$ cat src/hdl/npc_pkg.sv
// Shared types and constants for the nearest palette color search core.
// Depends on nothing; every other file of the block imports it.
package npc_pkg;

    localparam int PALETTE_DEPTH = 256;
    localparam int ADDR_W = (PALETTE_DEPTH > 1) ? $clog2(PALETTE_DEPTH) : 1;
    localparam logic [8:0] DEPTH_CNT = 9'(PALETTE_DEPTH);

    localparam int ROOT_W = 12;
    localparam int RAD_W = 2 * ROOT_W;
    localparam int REM_W = ROOT_W + 1;

    localparam logic FUNC_WRITE = 1'b0;
    localparam logic FUNC_MATCH = 1'b1;

    localparam logic CFG_COUNT = 1'b0;
    localparam logic CFG_FORMAT = 1'b1;

    localparam logic [ROOT_W-1:0] DIST_NONE = '1;

    typedef struct packed {
        logic             valid;
        logic             last;
        logic [7:0]       idx;
        logic [11:0]      word;
    } entry_t;

    typedef struct packed {
        logic              valid;
        logic              last;
        logic [7:0]        idx;
        logic [RAD_W-1:0]  rad;
        logic [REM_W-1:0]  rem;
        logic [ROOT_W-1:0] root;
    } root_step_t;

endpackage

$ cat src/hdl/nearest_palette_color_search_core.sv
// Top level of the nearest palette color search core: palette memory, search
// sequencer, distance front end, square root cell chain and best-match
// register. Uses npc_pkg, npc_dist and npc_root_cell.
//
// Usage: each input transfer carries tuser = func. With func 0 the entry word
// is written to the palette slot in the accepting cycle and no result follows.
// With func 1 the pixel is compared with palette entries 0 to count-1 (count
// held at 256 at most); one result transfer follows with the first entry of
// least distance. One entry leaves the palette memory per cycle into a
// pipeline of one read stage, three distance stages and twelve square root
// cells, one per result bit. A count of zero goes straight to the result
// without reading the palette.
// No new input is taken while a search runs. The result sits in an output
// register; palette writes are still taken while it waits, but a finished
// search holds until the register is free. Reset clears control state and sets
// count to 16 and format to 0; palette contents are undefined until written.
module nearest_palette_color_search_core
    import npc_pkg::*;
(
    input  logic        clk,
    input  logic        rst_n,
    input  logic        s_tvalid,
    output logic        s_tready,
    // entry_index[7:0], entry_word[19:8], red[27:20], green[35:28],
    // blue[43:36], zero [47:44]
    input  logic [47:0] s_tdata,
    // func[0]
    input  logic        s_tuser,
    output logic        m_tvalid,
    input  logic        m_tready,
    // best_index[7:0], best_distance[19:8], zero [23:20]
    output logic [23:0] m_tdata,
    input  logic        cfg_we,
    input  logic        cfg_index,
    input  logic [8:0]  cfg_data
);

    localparam logic [1:0] ST_IDLE = 2'd0;
    localparam logic [1:0] ST_RUN  = 2'd1;
    localparam logic [1:0] ST_WAIT = 2'd2;
    localparam logic [1:0] ST_DONE = 2'd3;

    logic [1:0] state_reg;
    logic [1:0] state_next;
    logic [8:0] count_reg;
    logic       format_reg;
    logic [8:0] issue_reg;
    logic [8:0] issue_next;
    logic [8:0] limit_reg;
    logic [7:0] pix_r_reg;
    logic [7:0] pix_g_reg;
    logic [7:0] pix_b_reg;
    logic [7:0] best_idx_reg;
    logic [ROOT_W-1:0] best_dist_reg;
    logic        out_valid_reg;
    logic [7:0]  out_idx_reg;
    logic [ROOT_W-1:0] out_dist_reg;

    logic [11:0] palette_mem [PALETTE_DEPTH];
    logic        rd_valid_reg;
    logic        rd_last_reg;
    logic [7:0]  rd_idx_reg;
    logic [11:0] rd_word_reg;
    entry_t      rd_entry;
    logic        in_xfer;
    logic        issue;
    logic        out_free;
    logic [8:0]  count_sat;
    root_step_t  chain [ROOT_W+1];

    assign in_xfer   = s_tvalid && s_tready;
    assign s_tready  = (state_reg == ST_IDLE);
    assign out_free  = !out_valid_reg || m_tready;
    assign issue     = (state_reg == ST_RUN) && (issue_reg != limit_reg);
    assign count_sat = (count_reg > DEPTH_CNT) ? DEPTH_CNT : count_reg;
    assign issue_next = issue_reg + 9'd1;
    assign rd_entry  = {rd_valid_reg, rd_last_reg, rd_idx_reg, rd_word_reg};

    always_ff @(posedge clk)
    begin
        if (in_xfer && s_tuser == FUNC_WRITE && {1'b0, s_tdata[7:0]} < DEPTH_CNT)
        begin
            palette_mem[s_tdata[ADDR_W-1:0]] <= s_tdata[19:8];
        end
        rd_word_reg <= palette_mem[issue_reg[ADDR_W-1:0]];
        rd_idx_reg  <= issue_reg[7:0];
        rd_last_reg <= (issue_next == limit_reg);
    end

    always_ff @(posedge clk or negedge rst_n)
    begin
        if (!rst_n)
        begin
            rd_valid_reg <= 1'b0;
        end
        else
        begin
            rd_valid_reg <= issue;
        end
    end

    always_ff @(posedge clk or negedge rst_n)
    begin
        if (!rst_n)
        begin
            count_reg  <= 9'd16;
            format_reg <= 1'b0;
        end
        else if (cfg_we)
        begin
            case (cfg_index)
                CFG_COUNT:  count_reg  <= cfg_data;
                CFG_FORMAT: format_reg <= cfg_data[0];
                default:    count_reg  <= count_reg;
            endcase
        end
    end

    always_comb
    begin
        state_next = state_reg;
        case (state_reg)
            ST_IDLE:
            begin
                if (in_xfer && s_tuser == FUNC_MATCH)
                begin
                    state_next = (count_sat == 9'd0) ? ST_DONE : ST_RUN;
                end
            end
            ST_RUN:
            begin
                if (issue_next == limit_reg)
                begin
                    state_next = ST_WAIT;
                end
            end
            ST_WAIT:
            begin
                if (chain[ROOT_W].valid && chain[ROOT_W].last)
                begin
                    state_next = ST_DONE;
                end
            end
            ST_DONE:
            begin
                if (out_free)
                begin
                    state_next = ST_IDLE;
                end
            end
            default: state_next = ST_IDLE;
        endcase
    end

    always_ff @(posedge clk or negedge rst_n)
    begin
        if (!rst_n)
        begin
            state_reg     <= ST_IDLE;
            issue_reg     <= '0;
            out_valid_reg <= 1'b0;
        end
        else
        begin
            state_reg <= state_next;
            if (in_xfer)
            begin
                issue_reg <= '0;
            end
            else if (issue)
            begin
                issue_reg <= issue_next;
            end
            if (state_reg == ST_DONE && out_free)
            begin
                out_valid_reg <= 1'b1;
            end
            else if (m_tready)
            begin
                out_valid_reg <= 1'b0;
            end
        end
    end

    always_ff @(posedge clk)
    begin
        if (in_xfer)
        begin
            limit_reg     <= count_sat;
            pix_r_reg     <= s_tdata[27:20];
            pix_g_reg     <= s_tdata[35:28];
            pix_b_reg     <= s_tdata[43:36];
            best_idx_reg  <= '0;
            best_dist_reg <= DIST_NONE;
        end
        else if (chain[ROOT_W].valid && chain[ROOT_W].root < best_dist_reg)
        begin
            best_idx_reg  <= chain[ROOT_W].idx;
            best_dist_reg <= chain[ROOT_W].root;
        end
        if (state_reg == ST_DONE && out_free)
        begin
            out_idx_reg  <= best_idx_reg;
            out_dist_reg <= best_dist_reg;
        end
    end

    npc_dist u_dist
    (
        .clk      (clk),
        .rst_n    (rst_n),
        .format   (format_reg),
        .pix_r    (pix_r_reg),
        .pix_g    (pix_g_reg),
        .pix_b    (pix_b_reg),
        .entry    (rd_entry),
        .radicand (chain[0])
    );

    for (genvar k = 0; k < ROOT_W; k++)
    begin : g_root
        npc_root_cell u_cell
        (
            .clk      (clk),
            .rst_n    (rst_n),
            .step_in  (chain[k]),
            .step_out (chain[k+1])
        );
    end

    assign m_tvalid = out_valid_reg;
    assign m_tdata  = {4'b0, out_dist_reg, out_idx_reg};

endmodule

$ cat src/hdl/npc_dist.sv
// Three-stage weighted RGB distance front end: unpacks a palette word and
// forms the 32-bit wrapped weighted sum, shifted right by eight. Uses npc_pkg.
module npc_dist
    import npc_pkg::*;
(
    input  logic       clk,
    input  logic       rst_n,
    input  logic       format,
    input  logic [7:0] pix_r,
    input  logic [7:0] pix_g,
    input  logic [7:0] pix_b,
    input  entry_t     entry,
    output root_step_t radicand
);

    logic [8:0] q_r;
    logic [8:0] q_g;
    logic [8:0] q_b;
    logic signed [9:0] d_r;
    logic signed [9:0] d_g;
    logic signed [9:0] d_b;

    logic       s1_valid_reg;
    logic       s1_last_reg;
    logic [7:0] s1_idx_reg;
    logic [17:0] r2_reg;
    logic [17:0] g2_reg;
    logic [17:0] b2_reg;
    logic [8:0]  t_reg;

    logic       s2_valid_reg;
    logic       s2_last_reg;
    logic [7:0] s2_idx_reg;
    logic [21:0] base_reg;
    logic signed [28:0] prod_reg;
    logic signed [18:0] diff;
    logic [31:0] sum;

    logic       s3_valid_reg;
    logic       s3_last_reg;
    logic [7:0] s3_idx_reg;
    logic [RAD_W-1:0] rad_reg;

    always_comb
    begin
        if (format == 1'b0)
        begin
            q_r = {entry.word[11:8], 5'b0};
            q_g = {entry.word[7:4], 5'b0};
            q_b = {entry.word[3:0], 5'b0};
        end
        else
        begin
            q_r = {1'b0, entry.word[10:8], entry.word[11], 4'b0};
            q_g = {1'b0, entry.word[6:4], entry.word[7], 4'b0};
            q_b = {1'b0, entry.word[2:0], entry.word[3], 4'b0};
        end
        d_r = signed'({2'b0, pix_r}) - signed'({1'b0, q_r});
        d_g = signed'({2'b0, pix_g}) - signed'({1'b0, q_g});
        d_b = signed'({2'b0, pix_b}) - signed'({1'b0, q_b});
    end

    always_ff @(posedge clk or negedge rst_n)
    begin
        if (!rst_n)
        begin
            s1_valid_reg <= 1'b0;
            s2_valid_reg <= 1'b0;
            s3_valid_reg <= 1'b0;
        end
        else
        begin
            s1_valid_reg <= entry.valid;
            s2_valid_reg <= s1_valid_reg;
            s3_valid_reg <= s2_valid_reg;
        end
    end

    assign diff = signed'({1'b0, r2_reg}) - signed'({1'b0, b2_reg});
    assign sum  = 32'(base_reg) + 32'(prod_reg);

    always_ff @(posedge clk)
    begin
        s1_last_reg <= entry.last;
        s1_idx_reg  <= entry.idx;
        r2_reg      <= 18'(unsigned'(20'(d_r) * 20'(d_r)));
        g2_reg      <= 18'(unsigned'(20'(d_g) * 20'(d_g)));
        b2_reg      <= 18'(unsigned'(20'(d_b) * 20'(d_b)));
        t_reg       <= 9'(({2'b0, pix_r} + {1'b0, q_r}) >> 1);

        s2_last_reg <= s1_last_reg;
        s2_idx_reg  <= s1_idx_reg;
        base_reg    <= (22'(r2_reg) << 1) + (22'(g2_reg) << 2) + 22'(b2_reg) * 22'd3;
        prod_reg    <= 29'(signed'({1'b0, t_reg})) * 29'(diff);

        s3_last_reg <= s2_last_reg;
        s3_idx_reg  <= s2_idx_reg;
        rad_reg     <= sum[31:8];
    end

    assign radicand.valid = s3_valid_reg;
    assign radicand.last  = s3_last_reg;
    assign radicand.idx   = s3_idx_reg;
    assign radicand.rad   = rad_reg;
    assign radicand.rem   = '0;
    assign radicand.root  = '0;

endmodule

$ cat src/hdl/npc_root_cell.sv
// One cell of the square root chain: settles one result bit per cycle and
// hands the shifted radicand, remainder and partial root on. Uses npc_pkg.
module npc_root_cell
    import npc_pkg::*;
(
    input  logic       clk,
    input  logic       rst_n,
    input  root_step_t step_in,
    output root_step_t step_out
);

    logic [REM_W+1:0] acc;
    logic [REM_W+1:0] trial;
    logic             take;
    root_step_t       out_reg;

    assign acc   = {step_in.rem, step_in.rad[RAD_W-1 -: 2]};
    assign trial = (REM_W+2)'({step_in.root, 2'b01});
    assign take  = (acc >= trial);

    always_ff @(posedge clk or negedge rst_n)
    begin
        if (!rst_n)
        begin
            out_reg <= '0;
        end
        else
        begin
            out_reg.valid <= step_in.valid;
            out_reg.last  <= step_in.last;
            out_reg.idx   <= step_in.idx;
            out_reg.rad   <= step_in.rad << 2;
            if (take)
            begin
                out_reg.rem  <= REM_W'(acc - trial);
                out_reg.root <= {step_in.root[ROOT_W-2:0], 1'b1};
            end
            else
            begin
                out_reg.rem  <= REM_W'(acc);
                out_reg.root <= {step_in.root[ROOT_W-2:0], 1'b0};
            end
        end
    end

    assign step_out = out_reg;

endmodule
$ cat config.mk
export PLATFORM = sky130hd
export DESIGN_NAME = nearest_palette_color_search_core
export DESIGN_NICKNAME = d
export VERILOG_FILES = /design/src/hdl/npc_pkg.sv /design/src/hdl/nearest_palette_color_search_core.sv /design/src/hdl/npc_dist.sv /design/src/hdl/npc_root_cell.sv
export SDC_FILE = /design/constraint.sdc
export NUM_CORES = 2
export LEC_CHECK = 0
export BUFFER_PORTS_ARGS = -buffer_cell sky130_fd_sc_hd__buf_2
export CORE_UTILIZATION = 30
export CTS_CLUSTER_SIZE = 25
export DETAILED_ROUTE_END_ITERATION = 10
export SLEW_MARGIN = 5
export SYNTH_ARGS = -nofsm -noshare
export SYNTH_HDL_FRONTEND = slang
export SYNTH_SLANG_ARGS = --single-unit
$ cat constraint.sdc
create_clock -name clk -period 9.8 [get_ports clk]
set_input_delay 1.47 -clock clk [delete_from_list [all_inputs] [get_ports clk]]
set_output_delay 1.47 -clock clk [all_outputs]
set_load 0.03 [all_outputs]
==> Word level (Yosys, flattened, before mapping) <==
Memory sizes are Yosys's and may differ from the RTL's. A register that Yosys moved wholly into a read port is not among the register bits.
Index checks and enable logic that the tools add are counted.
{ "classes": {"magnitude_cmp": 14, "reduce_logical": 16, "add_sub_neg": 20, "muxes": 28, "mul": 5, "eq_ne": 9, "bitwise_logic": 2} }
{ "op_table": {"columns": ["op", "count"], "rows": [
  ["two-way mux 25 bit", 11],
  [">= comparator 15 x 14 -> 1 bit", 11],
  ["subtractor 13 bit", 10],
  ["multiplier 10 x 10 -> 18 bit", 3],
  ["two-way mux 9 bit", 6],
  ["adder 23 x 29 -> 30 bit", 1],
  ["subtractor 8 x 9 -> 10 bit", 3],
  ["multiplier 10 x 19 -> 29 bit", 1],
  ["adder 22 x 20 -> 22 bit", 1],
  ["adder 19 x 20 -> 21 bit", 1],
  ["multiplier 18 x 2 -> 20 bit (second input constant)", 1],
  ["subtractor 18 x 18 -> 19 bit", 1],
  ["less-than comparator 12 bit", 1],
  ["adder 8 x 9 -> 10 bit", 1],
  ["two-way mux 2 bit", 5],
  ["adder 9 x 1 -> 9 bit (second input constant)", 1],
  ["equality test 9 bit", 1],
  ["greater-than comparator 9 bit (second input constant)", 1],
  ["logical NOT 9 bit", 1],
  ["!= test 9 bit", 1],
  ["one-hot mux 2 bit (4 select lines)", 1],
  ["logical AND 1 bit", 7],
  ["two-way mux 1 bit", 5],
  ["equality test 2 bit (second input constant)", 2],
  ["12 further kinds", 17]
]} }
{ "totals": {"ram_bits": 3072, "memories": 1, "reg_bits": 812} }
{ "memory_table": {"columns": ["memory", "depth", "word_bits", "read_ports", "rd_ports_with_merged_regs", "write_ports", "line_no", "source"], "rows": [
  ["palette_mem", 256, 12, 1, 1, 1, "nearest_palette_color_search_core.sv:59", "logic [11:0] palette_mem [PALETTE_DEPTH];"]
]} }

==> Longest topological paths before layout <==
{ "depth": {"word_depth": 6, "ltp_mapped": 32, "mapped_depth_nobuf": 32} }

==> Hierarchy <==
From an unflattened synthesis, not the netlist that was laid out.
{ "unflattened": {"cells_unflattened": 10398, "area_unflattened_um2": 172825.8} }
{ "modules_own_cells": {"columns": ["mod", "cells_each", "seq_area_each_um2", "area_each_um2", "n_inst"], "rows": [
  ["nearest_palette_color_search_core", 6005, 95237.6, 123812.5, 1],
  ["npc_root_cell", 168, 1426.4, 2197.1, 12],
  ["npc_dist", 2377, 3278.1, 22648.0, 1]
]} }

==> Least setup slack after synthesis <==
Ideal clock, no wire load.
{ "synth_path": {"path_kind": "register -> register", "start": "register u_dist.r2_reg[0]", "end": "register u_dist.prod_reg[28]", "path_buffers": 0, "path_slack_ns": 2.762, "t_arrival_ns": 6.916, "setup_ns": 0.122, "stages_incl_launch_ff": 33, "cell_sequence": "dfxtp_1 -> inv_1 -> ha_1 -> fa_1 -> nand2b_1 -> a21boi_0 -> o21a_1 -> o21ai_1 -> nand2_1 -> a21o_1 -> a21o_1 -> nor2_1 -> xnor2_1 -> nand2_1 -> fa_1 -> inv_1 -> fa_1 -> fa_1 -> fa_1 -> inv_1 -> fa_1 -> inv_1 -> ha_1 -> a21oi_1 -> o21ai_1 -> and2_1 -> o31a_1 -> o41a_1 -> a211oi_1 -> nor2_1 -> nand3_1 -> nand2_1 -> xnor2_1"} }
{ "synth_between": {"elab_chain_cells": 2} }
{ "synth_rtl": {"columns": ["item", "line_no", "source"], "rows": [
  ["start, declared", "npc_dist.sv:26", "logic [17:0] r2_reg;"],
  ["start signal, assigned", "npc_dist.sv:86", "r2_reg <= 18'(unsigned'(20'(d_r) * 20'(d_r)));"],
  ["subtractor 18 x 18 -> 19 bit", "npc_dist.sv:79", "assign diff = signed'({1'b0, r2_reg}) - signed'({1'b0, b2_reg});"],
  ["multiplier 10 x 19 -> 29 bit", "npc_dist.sv:94", "prod_reg <= 29'(signed'({1'b0, t_reg})) * 29'(diff);"],
  ["end signal, assigned", "npc_dist.sv:94", null],
  ["end, declared", "npc_dist.sv:35", "logic signed [28:0] prod_reg;"]
]} }
Every way passes these cells.
A chain may end at the register's enable or synchronous reset.

==> Final worst setup path <==
{ "layout_path": {"start": "register u_dist.b2_reg[2]", "end": "register u_dist.prod_reg[27]"} }
{ "layout_between": {"elab_chain_cells": 2} }
{ "layout_rtl": {"columns": ["item", "line_no", "source"], "rows": [
  ["start, declared", "npc_dist.sv:28", "logic [17:0] b2_reg;"],
  ["start signal, assigned", "npc_dist.sv:88", "b2_reg <= 18'(unsigned'(20'(d_b) * 20'(d_b)));"],
  ["subtractor 18 x 18 -> 19 bit", "npc_dist.sv:79", null],
  ["multiplier 10 x 19 -> 29 bit", "npc_dist.sv:94", null]
]} }
Every way passes these cells.

==> results.txt <==
----------------------------------------------------
[Setup path]
  R2R Path End ... u_dist.prod_reg[27]
  Flop-to-flop setup slack ... 1.76 ns
  Critical path endpoint category ... flip-flop
  Start of the worst register-to-register path ... u_dist.b2_reg[2]
  Data required time of the worst path ... around 11 ns
  Data arrival, critical path ... slightly below 9 ns
  Crit start category ... flip-flop
  Worst Reg2Reg Path Length in Cells ... 27
  Critical path fanouts, max ... 9
  Path type of the worst setup path ... reg2reg

[STA]
  Highest achievable clock rate ... ~0.12 GHz
  Slew of the pin with the lowest slew margin ... ~1.3 ns
  Fin. max-slew vios ... 0
  Final period demand of the worst path ... 8.04 ns
  Final Cycle Share ... approximately 82%
  Number of endpoints failing setup at the final stage ... 0
  TNS Setup ... 0 ns
  Fin. Hold Viols ... 0
  Worst max-slew margin expressed relative to the limit ... approximately 15%
  Fin Clk Skew ... around 0.13 ns
  Setup repair after global routing missed its margin ... no

[Floorplanning]
  Die Footprint ... between 500000 and 600000 um^2
  Initial cell density of the core ... between 30 and 40%
  Number of cell rows ... 269
  Number of placed I/O pins ... 90
  Die Span X ... 735 um
  Total core area ... around 540000 um^2
  Overall die height ... roughly 740 um

[Hold path]
  Depth of the worst hold-timing path ... 0
  Type of the most critical hold path ... reg2reg
  Hold path startpoint ... rd_idx_reg[2]
  Capture endpoint of the worst hold path ... u_dist.s1_idx_reg[2]

[Clock network]
  # resized after CTS ... 0
  Hold-fix buffers at CTS ... 0
  Clock root buffer master ... clkbuf_16
  Setup repair bufs after CTS ... 0
  TritonCTS Sinks ... around 3800
  Number of buffers created by CTS ... 380
  Clk_lat worst skew ... just over 1 ns
  CTS tree ... built
  Clock-pin transition on the worst setup and hold timing paths ... 0.06 ns
  Buffer levels on the longest clock path ... 4
  Deepest level of the CTS H-tree ... 5

[Synthesis]
  Yosys top cell area share ... between 50% and 60%
  FF+latch count, synth ... around 3800
  Number of library cell types mapped by synthesis ... 73
  Number of synthesized flops with an enable pin ... about 3100
  FFs w/ async S/R, synth ... 12.6%
  Register area share after synthesis ... between 60 and 70%
  Mean area per synthesized cell ... between 15 and 20 um^2
  Cell type with the largest total area after synthesis ... edfxtp_1
  Post-synthesis cell area ... 161000 um^2
  Main synth FF type ... edfxtp_1
  Ys Warns ... 0
  Post-Syn Instances ... ~9200
  Most area-consuming cells after synthesis ... edfxtp_1 58%, mux4_2 11%, dfrtp_1 7.4%

[Drt]
  DRC violation count after routing ... 20
  Via total after detailed routing ... between 80000 and 90000
  Average detailed-routed wire length per instance ... 22.6 um
  Detailed Route WL ... around 390000 um
  DR vias/cell ... about 4.8
  Number of optimization iterations in the first detailed-route pass ... 9
  Number of design-rule violations left by the first detailed-router iteration ... around 7600
  Post-route antenna net violation count ... 0

[Outcome]
  Status ... finished with violations
  Violated checks ... design-rule violations

[Final layout]
  Number of nets in the layout ... 10400
  Share of layout cells above drive strength 1 ... between 15 and 20%
  Number of filler instances in the final layout ... 50500
  Max FFs per register ... a little over 3000
  Layout area overhead ... 14.3%
  Final design instance area without fill ... ~180000 um^2

[Placed design]
  Dpl cell area ... 172000 um^2
  Final Wtd Congestion ... 0.786
  Detailed Place HPWL ... 237000 um
  Port Buffer Count ... 81

[Flow run]
  MaxCap Viol Count ... 0

[Global route]
  Via count of the first global-routing pass ... approximately 82000
  Total overflow reported by the global router ... 0
  Antenna violations before repair ... 29
  Largest net degree at the start of global routing ... 200
  Global routing usage summed across all routing layers ... between 10% and 20%
  First-pass GRT wire length ... approximately 560000 um

----------------------------------------------------
[kinds of logic after synthesis]
family / Yosys count / synth area share, %
AOI/OAI and AO/OA: 828 / 3.40
xor gates and xnor gates: 270 / 1.47
adders and majority gates: 767 / 7.69
buffers and inverters: 1072 / 2.63
DFF: 3805 / 68.1
muxes: 1127 / 13.0
other: 1 / 0.00232
and+or+nand+nor: 1316 / 3.77
[stage by stage]
stage	setup slack (ns)	utilization (%)	hold WS, ns	std cells
after CTS	1.68	34.4	0.302	17100
final	1.76	34.4	0.301	17100
after floorplan	2.76	-	0.310	9190
after detailed placement	1.69	32.1	0.312	16400
after global placement	1.78	32.1	0.311	16400
after global routing	1.33	34.4	0.317	17100
[cell usage after synthesis (6+ instances only)]
cell type	instances
and2_1	124
nor2b_1	81
clkbuf_1	254
nor4_1	15
o21ai_1	39
nand2b_1	53
buf_4	28
nand3b_1	10
nand4_1	18
mux2i_1	338
a21boi_1	6
xnor2_1	176
nor3_1	47
o21bai_1	25
a211oi_1	30
o221ai_1	144
buf_1	21
mux2_2	14
or4_1	7
or2_2	13
nand3_1	53
or3_1	23
nor2_1	508
mux4_2	771
edfxtp_1	3125
dfrtp_1	478
ha_1	392
a31oi_1	26
nand2_1	330
inv_1	677
dfxtp_1	201
o31a_1	6
nand4b_1	6
and3_1	16
o21a_1	36
a21oi_1	251
o21ai_0	57
fa_1	375
o22ai_1	64
buf_2	86
xor2_1	94
o31ai_1	11
a21o_1	68
o211ai_1	19
[how the worst max path moves through the flow]
stage,end,startpoint,cells after the start,slack (ns)
after floorplan,u_dist.prod_reg[28],u_dist.r2_reg[0],32,2.76
after global placement,u_dist.prod_reg[27],u_dist.b2_reg[0],30,1.78
after detailed placement,u_dist.prod_reg[27],u_dist.b2_reg[2],27,1.69
after CTS,u_dist.prod_reg[27],u_dist.b2_reg[2],27,1.68
after global routing,u_dist.prod_reg[27],u_dist.b2_reg[0],30,1.33
final,u_dist.prod_reg[27],u_dist.b2_reg[2],27,1.76
[worst max-delay path, cell delays in order (launching register included)]
cell and delay, ns:
dfxtp_1 0.44, inv_1 0.07, ha_1 0.31, nor2b_1 0.15, o31a_1 0.28, o32a_1 0.40, a211o_1 0.36, a211oi_1 0.32
nor2_1 0.11, xnor2_1 0.66, nand2_1 0.19, fa_1 0.60, inv_1 0.06, fa_1 0.50, fa_1 0.50, fa_1 0.49
inv_1 0.05, fa_1 0.47, inv_1 0.04, ha_1 0.35, a21o_1 0.19, a21oi_1 0.19, nand2_1 0.07, o21ai_1 0.42
o211ai_1 0.19, a31o_1 0.25, a21oi_1 0.17, xnor2_1 0.13
[routing by layer]
metal	vias to the layer above	routed length, um	GRT usage, %
met4	8	11900	4.08
met1	42700	165000	19.1
met5	-	55	0
met3	558	24200	2.20
li1	35700	-	-
met2	2476	184000	22.8
[layout make-up]
type                       instances  area, um^2  share of cell area, %
antenna                           11        27.5                 0.0149
clock buffer                     477       10100                   5.49
clock inverter                   217        2230                   1.21
inverter                         683        2570                   1.39
multi-input combinational       4313       47400                   25.7
sequential                      3805      110000                   59.5
tap                             7181        8980                   4.87
timing repair buffer             414        3300                   1.79
[cells in the final DEF, fill, tap and decap left out, types with 329 or more instances in the layout]
| cell | synthesis | final |
|---|---|---|
| dfrtp_1 | 478 | 472 |
| ha_1 | 392 | 392 |
| fa_1 | 375 | 375 |
| nor2_1 | 508 | 499 |
| clkbuf_16 | 0 | 386 |
| mux2i_1 | 338 | 338 |
| nand2_1 | 330 | 329 |
| edfxtp_1 | 3125 | 3125 |
| inv_1 | 677 | 677 |
| mux4_2 | 771 | 771 |
Power is not shown: default switching activity piles up to over one toggle a cycle in this logic, so the estimate is an artifact.
